File: src/rtl/core/sfr_pkg.sv
package sfr_pkg;

   localparam int MAX_PATTERN_BYTES_DEFAULT     = 8;
   localparam int MAX_REPLACEMENT_BYTES_DEFAULT = 8;

   localparam int BYTE_W      = 8;
   localparam int LEN_W       = 4;
   localparam int LIMIT_W     = 16;
   localparam int COUNT_W     = 17;
   localparam int CSR_DATA_W  = 64;
   localparam int CSR_INDEX_W = 3;

   localparam logic [COUNT_W-1:0] COUNT_MAX = '1;

   localparam logic [LEN_W-1:0]   MATCH_LENGTH_RESET       = 4'd1;
   localparam logic [LEN_W-1:0]   REPLACEMENT_LENGTH_RESET = 4'd0;
   localparam logic [LIMIT_W-1:0] OUTPUT_LIMIT_RESET       = 16'd1024;

   typedef enum logic [CSR_INDEX_W-1:0] {
      CSR_MATCH_PATTERN      = 3'd0,
      CSR_MATCH_LENGTH       = 3'd1,
      CSR_REPLACEMENT_TEXT   = 3'd2,
      CSR_REPLACEMENT_LENGTH = 3'd3,
      CSR_OUTPUT_LIMIT       = 3'd4
   } csr_index_type;

   typedef struct packed {
      logic              valid;
      logic              last;
      logic              eot;
      logic [BYTE_W-1:0] data;
   } out_entry_type;

   typedef struct packed {
      logic             accept;
      logic             shift;
      logic [LEN_W-1:0] held;
   } win_ctrl_type;

   typedef struct packed {
      logic             accept;
      logic             pop;
      logic             base;
      logic             mark_eot;
      logic [LEN_W-1:0] count;
   } out_ctrl_type;

endpackage

File: src/rtl/core/sfr_window_cell.sv
module sfr_window_cell import sfr_pkg::*; #(
   parameter int INDEX = 0
) (
   input  logic                 clock,
   input  win_ctrl_type         ctrl,
   input  logic [BYTE_W-1:0]    in_byte,
   input  logic [BYTE_W-1:0]    neighbor_byte,
   input  logic [BYTE_W-1:0]    pattern_byte,
   output logic [BYTE_W-1:0]    cur_byte,
   output logic                 match
);

   localparam logic [LEN_W-1:0] IDX = LEN_W'(INDEX);

   logic [BYTE_W-1:0] byte_ff;
   logic [BYTE_W-1:0] byte_in;

   assign cur_byte = (ctrl.held == IDX) ? in_byte : byte_ff;
   assign match    = (cur_byte == pattern_byte);
   assign byte_in  = ctrl.shift ? neighbor_byte : cur_byte;

   always_ff @(posedge clock) begin
      if (ctrl.accept) begin
         byte_ff <= byte_in;
      end
   end

endmodule

File: src/rtl/core/sfr_out_cell.sv
module sfr_out_cell import sfr_pkg::*; #(
   parameter int INDEX = 0
) (
   input  logic          clock,
   input  logic          reset,
   input  out_ctrl_type  ctrl,
   input  out_entry_type neighbor,
   input  out_entry_type burst_here,
   input  out_entry_type burst_below,
   output out_entry_type entry
);

   localparam logic [LEN_W-1:0] IDX    = LEN_W'(INDEX);
   localparam logic [LEN_W-1:0] IDX_M1 = LEN_W'((INDEX > 0) ? INDEX - 1 : 0);
   localparam logic             IS_HEAD = (INDEX == 0);

   out_entry_type entry_ff;
   out_entry_type entry_in;
   out_entry_type chosen;
   logic          load;

   assign chosen = ctrl.base ? burst_below : burst_here;

   always_comb begin
      if (ctrl.base) begin
         load = ctrl.accept && !IS_HEAD && (ctrl.count > IDX_M1);
      end else begin
         load = ctrl.accept && (ctrl.count > IDX);
      end
   end

   always_comb begin
      entry_in = entry_ff;
      if (ctrl.pop) begin
         entry_in = neighbor;
      end
      if (load) begin
         entry_in = chosen;
      end
      if (ctrl.mark_eot && ctrl.base && IS_HEAD) begin
         entry_in.eot = 1'b1;
      end
   end

   always_ff @(posedge clock) begin
      if (reset) begin
         entry_ff.valid <= 1'b0;
      end else begin
         entry_ff <= entry_in;
      end
   end

   assign entry = entry_ff;

endmodule

File: src/rtl/core/stream_find_and_replace_unit.sv
// Streaming find-and-replace unit.
// Source bytes arrive on the req_ channel (req_in_byte, req_in_last) and the
// rewritten bytes leave on the rsp_ channel (rsp_out_byte, rsp_out_last,
// rsp_overflow); both use a valid/ready transaction. Every leftmost,
// non-overlapping occurrence of the configured pattern is replaced by the
// configured replacement text; the held window is flushed on the last byte.
// Registers are written through csr_write_enable, csr_index and
// csr_write_data; the user must do so only while the unit is idle, which
// the unit does not enforce. Each accepted byte goes through a row of
// window cells in the cycle it is accepted, and its output bytes (0 to 8)
// are loaded into a row of output cells, the first of which drives the
// rsp_ ports. A step that yields at most one byte sustains one transaction
// per cycle while the receiver keeps rsp_ready high; a step that yields n
// bytes holds req_ready low until n - 1 of them have been taken.
// When the receiver stalls, the output cells fill and req_ready falls;
// nothing is lost. Reset empties the window and the output cells, clears
// the byte count and the overflow flag, and restores the register defaults.
module stream_find_and_replace_unit import sfr_pkg::*; #(
   parameter int MAX_PATTERN_BYTES     = MAX_PATTERN_BYTES_DEFAULT,
   parameter int MAX_REPLACEMENT_BYTES = MAX_REPLACEMENT_BYTES_DEFAULT
) (
   input  logic                   clock,
   input  logic                   reset,
   input  logic                   req_valid,
   output logic                   req_ready,
   input  logic [BYTE_W-1:0]      req_in_byte,
   input  logic                   req_in_last,
   output logic                   rsp_valid,
   input  logic                   rsp_ready,
   output logic [BYTE_W-1:0]      rsp_out_byte,
   output logic                   rsp_out_last,
   output logic                   rsp_overflow,
   input  logic                   csr_write_enable,
   input  logic [CSR_INDEX_W-1:0] csr_index,
   input  logic [CSR_DATA_W-1:0]  csr_write_data
);

   localparam int P     = MAX_PATTERN_BYTES;
   localparam int R     = MAX_REPLACEMENT_BYTES;
   localparam int BURST = (P > R) ? P : R;
   localparam int DEPTH = BURST + 1;

   localparam logic [LEN_W-1:0] P_LEN = LEN_W'(P);
   localparam logic [LEN_W-1:0] R_LEN = LEN_W'(R);

   logic [P*BYTE_W-1:0] pattern_ff;
   logic [LEN_W-1:0]    mlen_ff;
   logic [R*BYTE_W-1:0] repl_ff;
   logic [LEN_W-1:0]    rlen_ff;
   logic [LIMIT_W-1:0]  limit_ff;

   logic [LEN_W-1:0]    held_ff;
   logic [LEN_W-1:0]    held_in;
   logic [COUNT_W-1:0]  cnt_ff;
   logic [COUNT_W-1:0]  cnt_in;
   logic                ovf_ff;
   logic                ovf_in;

   logic [LEN_W-1:0]    plen;
   logic [LEN_W-1:0]    rlen;
   logic [LEN_W-1:0]    cnt1;
   logic                full;
   logic                over;
   logic                all_match;
   logic                hit;
   logic                accept;
   logic                pop;
   logic [LEN_W-1:0]    burst_n;
   logic                empty_last;
   logic                clear_now;
   logic [COUNT_W-1:0]  cnt_inc;
   logic                ovf_now;

   logic [BYTE_W-1:0]   win_byte [P];
   logic [P-1:0]        win_match;
   logic [P-1:0]        win_used;
   logic [BYTE_W-1:0]   win_ext  [BURST];
   logic [BYTE_W-1:0]   repl_ext [BURST];

   out_entry_type       burst_ext   [DEPTH];
   out_entry_type       burst_below [DEPTH];
   out_entry_type       out_q       [DEPTH];
   out_entry_type       out_next    [DEPTH];

   win_ctrl_type        win_ctrl;
   out_ctrl_type        out_ctrl;

   always_ff @(posedge clock) begin
      if (reset) begin
         pattern_ff <= '0;
         mlen_ff    <= MATCH_LENGTH_RESET;
         repl_ff    <= '0;
         rlen_ff    <= REPLACEMENT_LENGTH_RESET;
         limit_ff   <= OUTPUT_LIMIT_RESET;
      end else if (csr_write_enable) begin
         case (csr_index)
            CSR_MATCH_PATTERN:      pattern_ff <= csr_write_data[P*BYTE_W-1:0];
            CSR_MATCH_LENGTH:       mlen_ff    <= csr_write_data[LEN_W-1:0];
            CSR_REPLACEMENT_TEXT:   repl_ff    <= csr_write_data[R*BYTE_W-1:0];
            CSR_REPLACEMENT_LENGTH: rlen_ff    <= csr_write_data[LEN_W-1:0];
            CSR_OUTPUT_LIMIT:       limit_ff   <= csr_write_data[LIMIT_W-1:0];
            default: begin
            end
         endcase
      end
   end

   always_comb begin
      if (mlen_ff == '0) begin
         plen = LEN_W'(1);
      end else if (mlen_ff > P_LEN) begin
         plen = P_LEN;
      end else begin
         plen = mlen_ff;
      end
      rlen = (rlen_ff > R_LEN) ? R_LEN : rlen_ff;
   end

   assign accept    = req_valid && req_ready;
   assign pop       = out_q[0].valid && rsp_ready;
   assign req_ready = !out_q[1].valid;

   assign cnt1      = held_ff + LEN_W'(1);
   assign full      = (cnt1 == plen);
   assign over      = (cnt1 > plen);
   assign all_match = &(win_match | ~win_used);
   assign hit       = full && all_match;

   assign win_ctrl.accept = accept;
   assign win_ctrl.shift  = !(hit || req_in_last) && (full || over);
   assign win_ctrl.held   = held_ff;

   for (genvar i = 0; i < P; i++) begin : g_win
      logic [BYTE_W-1:0] neighbor;
      if (i == P - 1) begin : g_end
         assign neighbor = '0;
      end else begin : g_mid
         assign neighbor = win_byte[i+1];
      end
      assign win_used[i] = (LEN_W'(i) < plen);
      sfr_window_cell #(
         .INDEX(i)
      ) u_cell (
         .clock        (clock),
         .ctrl         (win_ctrl),
         .in_byte      (req_in_byte),
         .neighbor_byte(neighbor),
         .pattern_byte (pattern_ff[i*BYTE_W +: BYTE_W]),
         .cur_byte     (win_byte[i]),
         .match        (win_match[i])
      );
   end

   always_comb begin
      if (hit) begin
         burst_n = rlen;
      end else if (req_in_last) begin
         burst_n = cnt1;
      end else if (full || over) begin
         burst_n = LEN_W'(1);
      end else begin
         burst_n = '0;
      end
   end

   always_comb begin
      held_in = held_ff;
      if (accept) begin
         if (hit || req_in_last) begin
            held_in = '0;
         end else if (full || over) begin
            held_in = held_ff;
         end else begin
            held_in = cnt1;
         end
      end
   end

   for (genvar j = 0; j < BURST; j++) begin : g_burst
      if (j < P) begin : g_w
         assign win_ext[j] = win_byte[j];
      end else begin : g_wz
         assign win_ext[j] = '0;
      end
      if (j < R) begin : g_r
         assign repl_ext[j] = repl_ff[j*BYTE_W +: BYTE_W];
      end else begin : g_rz
         assign repl_ext[j] = '0;
      end
      assign burst_ext[j].valid = 1'b1;
      assign burst_ext[j].data  = hit ? repl_ext[j] : win_ext[j];
      assign burst_ext[j].last  = req_in_last && (burst_n == LEN_W'(j + 1));
      assign burst_ext[j].eot   = req_in_last && (burst_n == LEN_W'(j + 1));
   end
   assign burst_ext[DEPTH-1] = '0;

   assign empty_last = accept && req_in_last && (burst_n == '0);
   assign clear_now  = empty_last && !(out_q[0].valid && !pop);

   assign out_ctrl.accept   = accept;
   assign out_ctrl.pop      = pop;
   assign out_ctrl.base     = out_q[0].valid && !pop;
   assign out_ctrl.mark_eot = empty_last;
   assign out_ctrl.count    = burst_n;

   for (genvar k = 0; k < DEPTH; k++) begin : g_out
      if (k == 0) begin : g_first
         assign burst_below[k] = '0;
      end else begin : g_rest
         assign burst_below[k] = burst_ext[k-1];
      end
      if (k == DEPTH - 1) begin : g_tail
         assign out_next[k] = '0;
      end else begin : g_body
         assign out_next[k] = out_q[k+1];
      end
      sfr_out_cell #(
         .INDEX(k)
      ) u_cell (
         .clock      (clock),
         .reset      (reset),
         .ctrl       (out_ctrl),
         .neighbor   (out_next[k]),
         .burst_here (burst_ext[k]),
         .burst_below(burst_below[k]),
         .entry      (out_q[k])
      );
   end

   assign cnt_inc = (cnt_ff == COUNT_MAX) ? cnt_ff : cnt_ff + COUNT_W'(1);
   assign ovf_now = ovf_ff || (cnt_inc > COUNT_W'(limit_ff));

   always_comb begin
      cnt_in = cnt_ff;
      ovf_in = ovf_ff;
      if (clear_now) begin
         cnt_in = '0;
         ovf_in = 1'b0;
      end else if (pop) begin
         if (out_q[0].eot) begin
            cnt_in = '0;
            ovf_in = 1'b0;
         end else begin
            cnt_in = cnt_inc;
            ovf_in = ovf_now;
         end
      end
   end

   always_ff @(posedge clock) begin
      if (reset) begin
         held_ff <= '0;
         cnt_ff  <= '0;
         ovf_ff  <= 1'b0;
      end else begin
         held_ff <= held_in;
         cnt_ff  <= cnt_in;
         ovf_ff  <= ovf_in;
      end
   end

   assign rsp_valid    = out_q[0].valid;
   assign rsp_out_byte = out_q[0].data;
   assign rsp_out_last = out_q[0].last;
   assign rsp_overflow = ovf_now;

`ifndef SYNTH
   a_out_compact: assert property (@(posedge clock) disable iff (reset)
      !out_q[0].valid |-> !out_q[1].valid)
      else $error("output cells are not packed towards the head");

   a_held_bound: assert property (@(posedge clock) disable iff (reset)
      held_ff < P_LEN)
      else $error("window holds more bytes than it has cells");

   a_burst_stall: assert property (@(posedge clock) disable iff (reset)
      accept && (burst_n > LEN_W'(1)) |=> !req_ready)
      else $error("input taken while a multi-byte burst is still queued");

   a_ovf_sticky: assert property (@(posedge clock) disable iff (reset)
      pop && rsp_overflow && !out_q[0].eot && !clear_now |=> ovf_ff)
      else $error("overflow flag dropped in the middle of a text");
`endif

endmodule

File: config.mk
export PLATFORM = sky130hd
export DESIGN_NAME = stream_find_and_replace_unit
export DESIGN_NICKNAME = d
export VERILOG_FILES = /design/src/rtl/core/sfr_pkg.sv /design/src/rtl/core/sfr_window_cell.sv /design/src/rtl/core/sfr_out_cell.sv /design/src/rtl/core/stream_find_and_replace_unit.sv
export SDC_FILE = /design/constraint.sdc
export NUM_CORES = 1
export LEC_CHECK = 0
export ABC_CLOCK_PERIOD_IN_PS = 6500
export BUFFER_PORTS_ARGS = -buffer_cell sky130_fd_sc_hd__buf_2
export CORE_MARGIN = 5
export CORE_UTILIZATION = 62
export DETAILED_ROUTE_END_ITERATION = 10
export GPL_ROUTABILITY_DRIVEN = 0
export PLACE_DENSITY_LB_ADDON = 0.05
export SYNTH_ARGS = -nofsm -noshare
export SYNTH_HDL_FRONTEND = slang
export SYNTH_SLANG_ARGS = --single-unit
File: constraint.sdc
create_clock -name clock -period 6.5 [get_ports clock]
set_clock_uncertainty 0.1 [all_clocks]
set_input_delay 0.65 -clock clock [delete_from_list [all_inputs] [get_ports clock]]
set_output_delay 0.65 -clock clock [all_outputs]
set_load 0.005 [all_outputs]
==> run_results.csv <==
group,metric,value,unit
sta,clock.fmax,175,MHz
sta,rsz0062_at_grt,"no",
worst_setup_path,rr_worst_depth,12,
min_path,hold_start,"csr_write_data[22]",
worst_setup_path,r2r_end,"g_out[0].u_cell.entry[4]$_DFFE_PP_",
final_layout,drive_above_1_share,14.0,%
drt,ant_nets,0,
floorplan,core_area,29500,um^2
floorplan,die_w,183,um
yosys,ys.flop_type,"dfxtp_1",
clock_tree,clk_path_buf_depth,3,
yosys,synth_fp_nets,2196,
clock_tree,hold_buffers,0,
job,cap_violations,0,
final_layout,fin_nets,2212,
drt,drcViolationCount,0,
yosys,synth_area_leaders,"edfxtp_1, dfxtp_1, nand2_1",
floorplan,fp.dieH,183,um
sta,maxSlewHeadroom,7.72,%
clock_tree,cts_buffers,37,
clock_tree,clock_latency,0.52,ns
clock_tree,postCtsResizedCells,0,
worst_setup_path,path_cells,"inv_1, ha_1, nor3b_2, mux2i_1, o22ai_1, a2111o_1, or4_4, a2111oi_2, o211ai_4, mux2i_1, nor3_2, o21ba_2",
power,swShare,25.7,%
power,pwr_density_cell,254,nW/um^2
yosys,syn_area_per_cell,8.83,um^2
worst_setup_path,critPathMaxStageDelay,0.82,ns
sta,final-setup-viol-count,0,
clock_tree,ctsHtreeMaxLevel,2,
worst_setup_path,cp.arrival,5.82,ns
global_routing,grt.total_usage,33.9,%
yosys,ys_seq_area_share,43.6,%
yosys,ys_seq_elements,329,
drt,wl_per_cell,23.1,um
worst_setup_path,critPathCaptureType,"register",
floorplan,die_area,33300,um^2
drt,firstDrtPassIters,10,
yosys,ys.warnings.count,0,
floorplan,io_pins,93,
min_path,holdPathEnd,"pattern_ff[22]$_SDFFE_PP0P_",
sta,fin_hold_ws,0.274,ns
worst_setup_path,path_max_fanout,13,
status,status,"completed",
worst_setup_path,path_buf_inv,1,
yosys,ys_top_cells_by_count,"nand2_1, a21oi_1, dfxtp_1",
drt,totalWireLength,58200,um
power,power.internal,3.84,mW
floorplan,start_util,62.6,%
worst_setup_path,cp-start-kind,"register",
yosys,synth_top_area_share,23.8,%
power,ir_drop,0.000235,V
power,clkPwrFrac,43.0,%
worst_setup_path,rr_startpoint,"held_ff[0]$_SDFFE_PP0P_",
final_layout,antenna_cells,0,
sta,slew_violations,0,
final_layout,final_util,69.0,%
worst_setup_path,cp_data_required_time,6.60,ns
clock_tree,root_buffer,"clkbuf_16",
final_layout,fillerInstances,2426,
floorplan,rows,63,
sta,fin_tns_setup,0,ns
global_routing,grt_overflow,0,
power,pwr-share-comb,11.5,%
placement,port_buffers,92,
final_layout,multiInputGateArea,9340,um^2
clock_tree,clkSlewWorstSetupHoldPaths,0.06,ns
global_routing,grt_pass1_vias,15700,
power,power_switching,1.33,mW
clock_tree,cts_tree,"done",
drt,via_count,16400,
yosys,yosysUniqueCellTypes,80,
drt,vias_per_cell,6.49,
sta,tightestPinTransition,1.38,ns
clock_tree,post_cts.repair.setup_buffers,0,
sta,finalCritPeriodShare,88.1,%
sta,min_period,5.73,ns
min_path,hold_class,"input port to register",
worst_setup_path,cp_slowest_cell,"nor3_2",
drt,drt_iter0_markers,2035,
sta,finalHoldViolations,0,
clock_tree,cts.sinks,329,
global_routing,grt_max_degree,101,
global_routing,grt_pass1_wl,89200,um
worst_setup_path,crit_top_cell,"mux2i_1",
worst_setup_path,r2r_slack,0.77,ns
yosys,yosysMostFrequentCell,"nand2_1",
min_path,holdPathStages,3,
worst_setup_path,setup.worst_path.class,"register to register",
power,seq_power_share,45.6,%
final_layout,area_growth_syn_to_layout,10.3,%
power,leakagePower,7.62,nW
yosys,async_flop_share,0,%
yosys,synth_top_area_cell,"edfxtp_1",
yosys,syn_inst,2090,
final_layout,regArea,8050,um^2
yosys,netlist_area,18500,um^2
placement,dp_hpwl,41000,um
worst_setup_path,critical_path.top_delay_family,"simple AND/OR/NAND/NOR gates",
global_routing,antenna_found_initial,0,
yosys,synth-edff-count,146,
-- cells by family (layout without fill, tap and decap cells) --
group | count (synthesis) | after routing | share of synthesized area [%]
buffers and inverters | 266 | 308 | 5.97
AOI/OAI and AO/OA | 510 | 510 | 17.1
DFF | 329 | 329 | 43.6
muxes | 237 | 237 | 13.5
and+or+nand+nor | 680 | 680 | 16.0
xor gates and xnor gates | 43 | 43 | 2.04
adders and majority gates | 25 | 25 | 1.70
-- metal layers --
metal / global-route usage [%] / part of all wire (%) / vias to the layer above
met2: 54.1 / 45 / 878
met1: 44.8 / 40 / 7818
met5: 0 / 0 / -
li1: - / - / 7457
met3: 6.16 / 9.6 / 215
met4: 16.2 / 5.7 / 0
-- worst max path at each step --
stage                                         end               startpoint  cells past startpoint
5_1_grt        g_out[0].u_cell.entry[9]$_DFFE_PP_  held_ff[0]$_SDFFE_PP0P_                     12
2_1_floorplan  g_out[6].u_cell.entry[0]$_DFFE_PP_  held_ff[0]$_SDFFE_PP0P_                     16
6_report       g_out[0].u_cell.entry[4]$_DFFE_PP_  held_ff[0]$_SDFFE_PP0P_                     12
3_5_place_dp   g_out[0].u_cell.entry[4]$_DFFE_PP_  held_ff[0]$_SDFFE_PP0P_                     12
4_1_cts        g_out[0].u_cell.entry[4]$_DFFE_PP_  held_ff[0]$_SDFFE_PP0P_                     12
3_3_place_gp   g_out[0].u_cell.entry[4]$_DFFE_PP_  held_ff[0]$_SDFFE_PP0P_                     12
-- worst min-delay path, cell delays in order --
cell and delay [ns]:
buf_2 0.10, nand2_1 0.05, a21oi_1 0.05
-- per-stage QoR --
stage	worst slack (ns)	cells	cell area [um^2]	total power, mW
final	0.773	2522	20400	5.17
after global routing	0.517	2522	20400	5.33
after CTS	0.846	2522	20400	5.16
after detailed placement	0.868	2457	19100	2.97
after global placement	1.11	2457	19100	2.95
after floorplan	1.81	2090	18500	2.74
-- sequential cells by signal, summed over array words and instances, names as in the netlist, 16 cells and up --
signal and flops:
g_out.u_cell.entry 91, pattern_ff 64, g_win.u_cell.byte_ff 64, limit_ff 16, cnt_ff 17, repl_ff 64
-- final cells by class --
cell class / instances / share of cell area [%]
clock buffers: 47 / 5.24
clock inverters: 18 / 1.14
inverters: 114 / 2.10
multi-input cells: 1495 / 45.9
flip-flops and latches: 329 / 39.5
well taps: 390 / 2.40
repair buffers: 129 / 3.70
-- power by group through the flow --
stage	combinational, mW	sequential, mW	clock [mW]
final	0.593	2.35	2.22
after global routing	0.640	2.36	2.33
after CTS	0.579	2.35	2.23
after detailed placement	0.575	2.39	0
after global placement	0.563	2.39	0
after floorplan	0.396	2.35	0
-- cell usage in the layout (no fill, tap or decap), types with 37 or more instances in the layout --
cell / synthesis / routed
edfxtp_1: 146 / 146
inv_1: 114 / 113
clkbuf_16: 0 / 40
mux2i_1: 149 / 149
nand2_1: 415 / 413
dfxtp_1: 183 / 183
buf_4: 14 / 37
nor2_1: 95 / 95
buf_2: 16 / 91
nand3_1: 49 / 49
mux2_2: 81 / 81
a21oi_1: 188 / 188
o21ai_0: 123 / 123
Note: power is estimated with default switching activity, not from simulation.
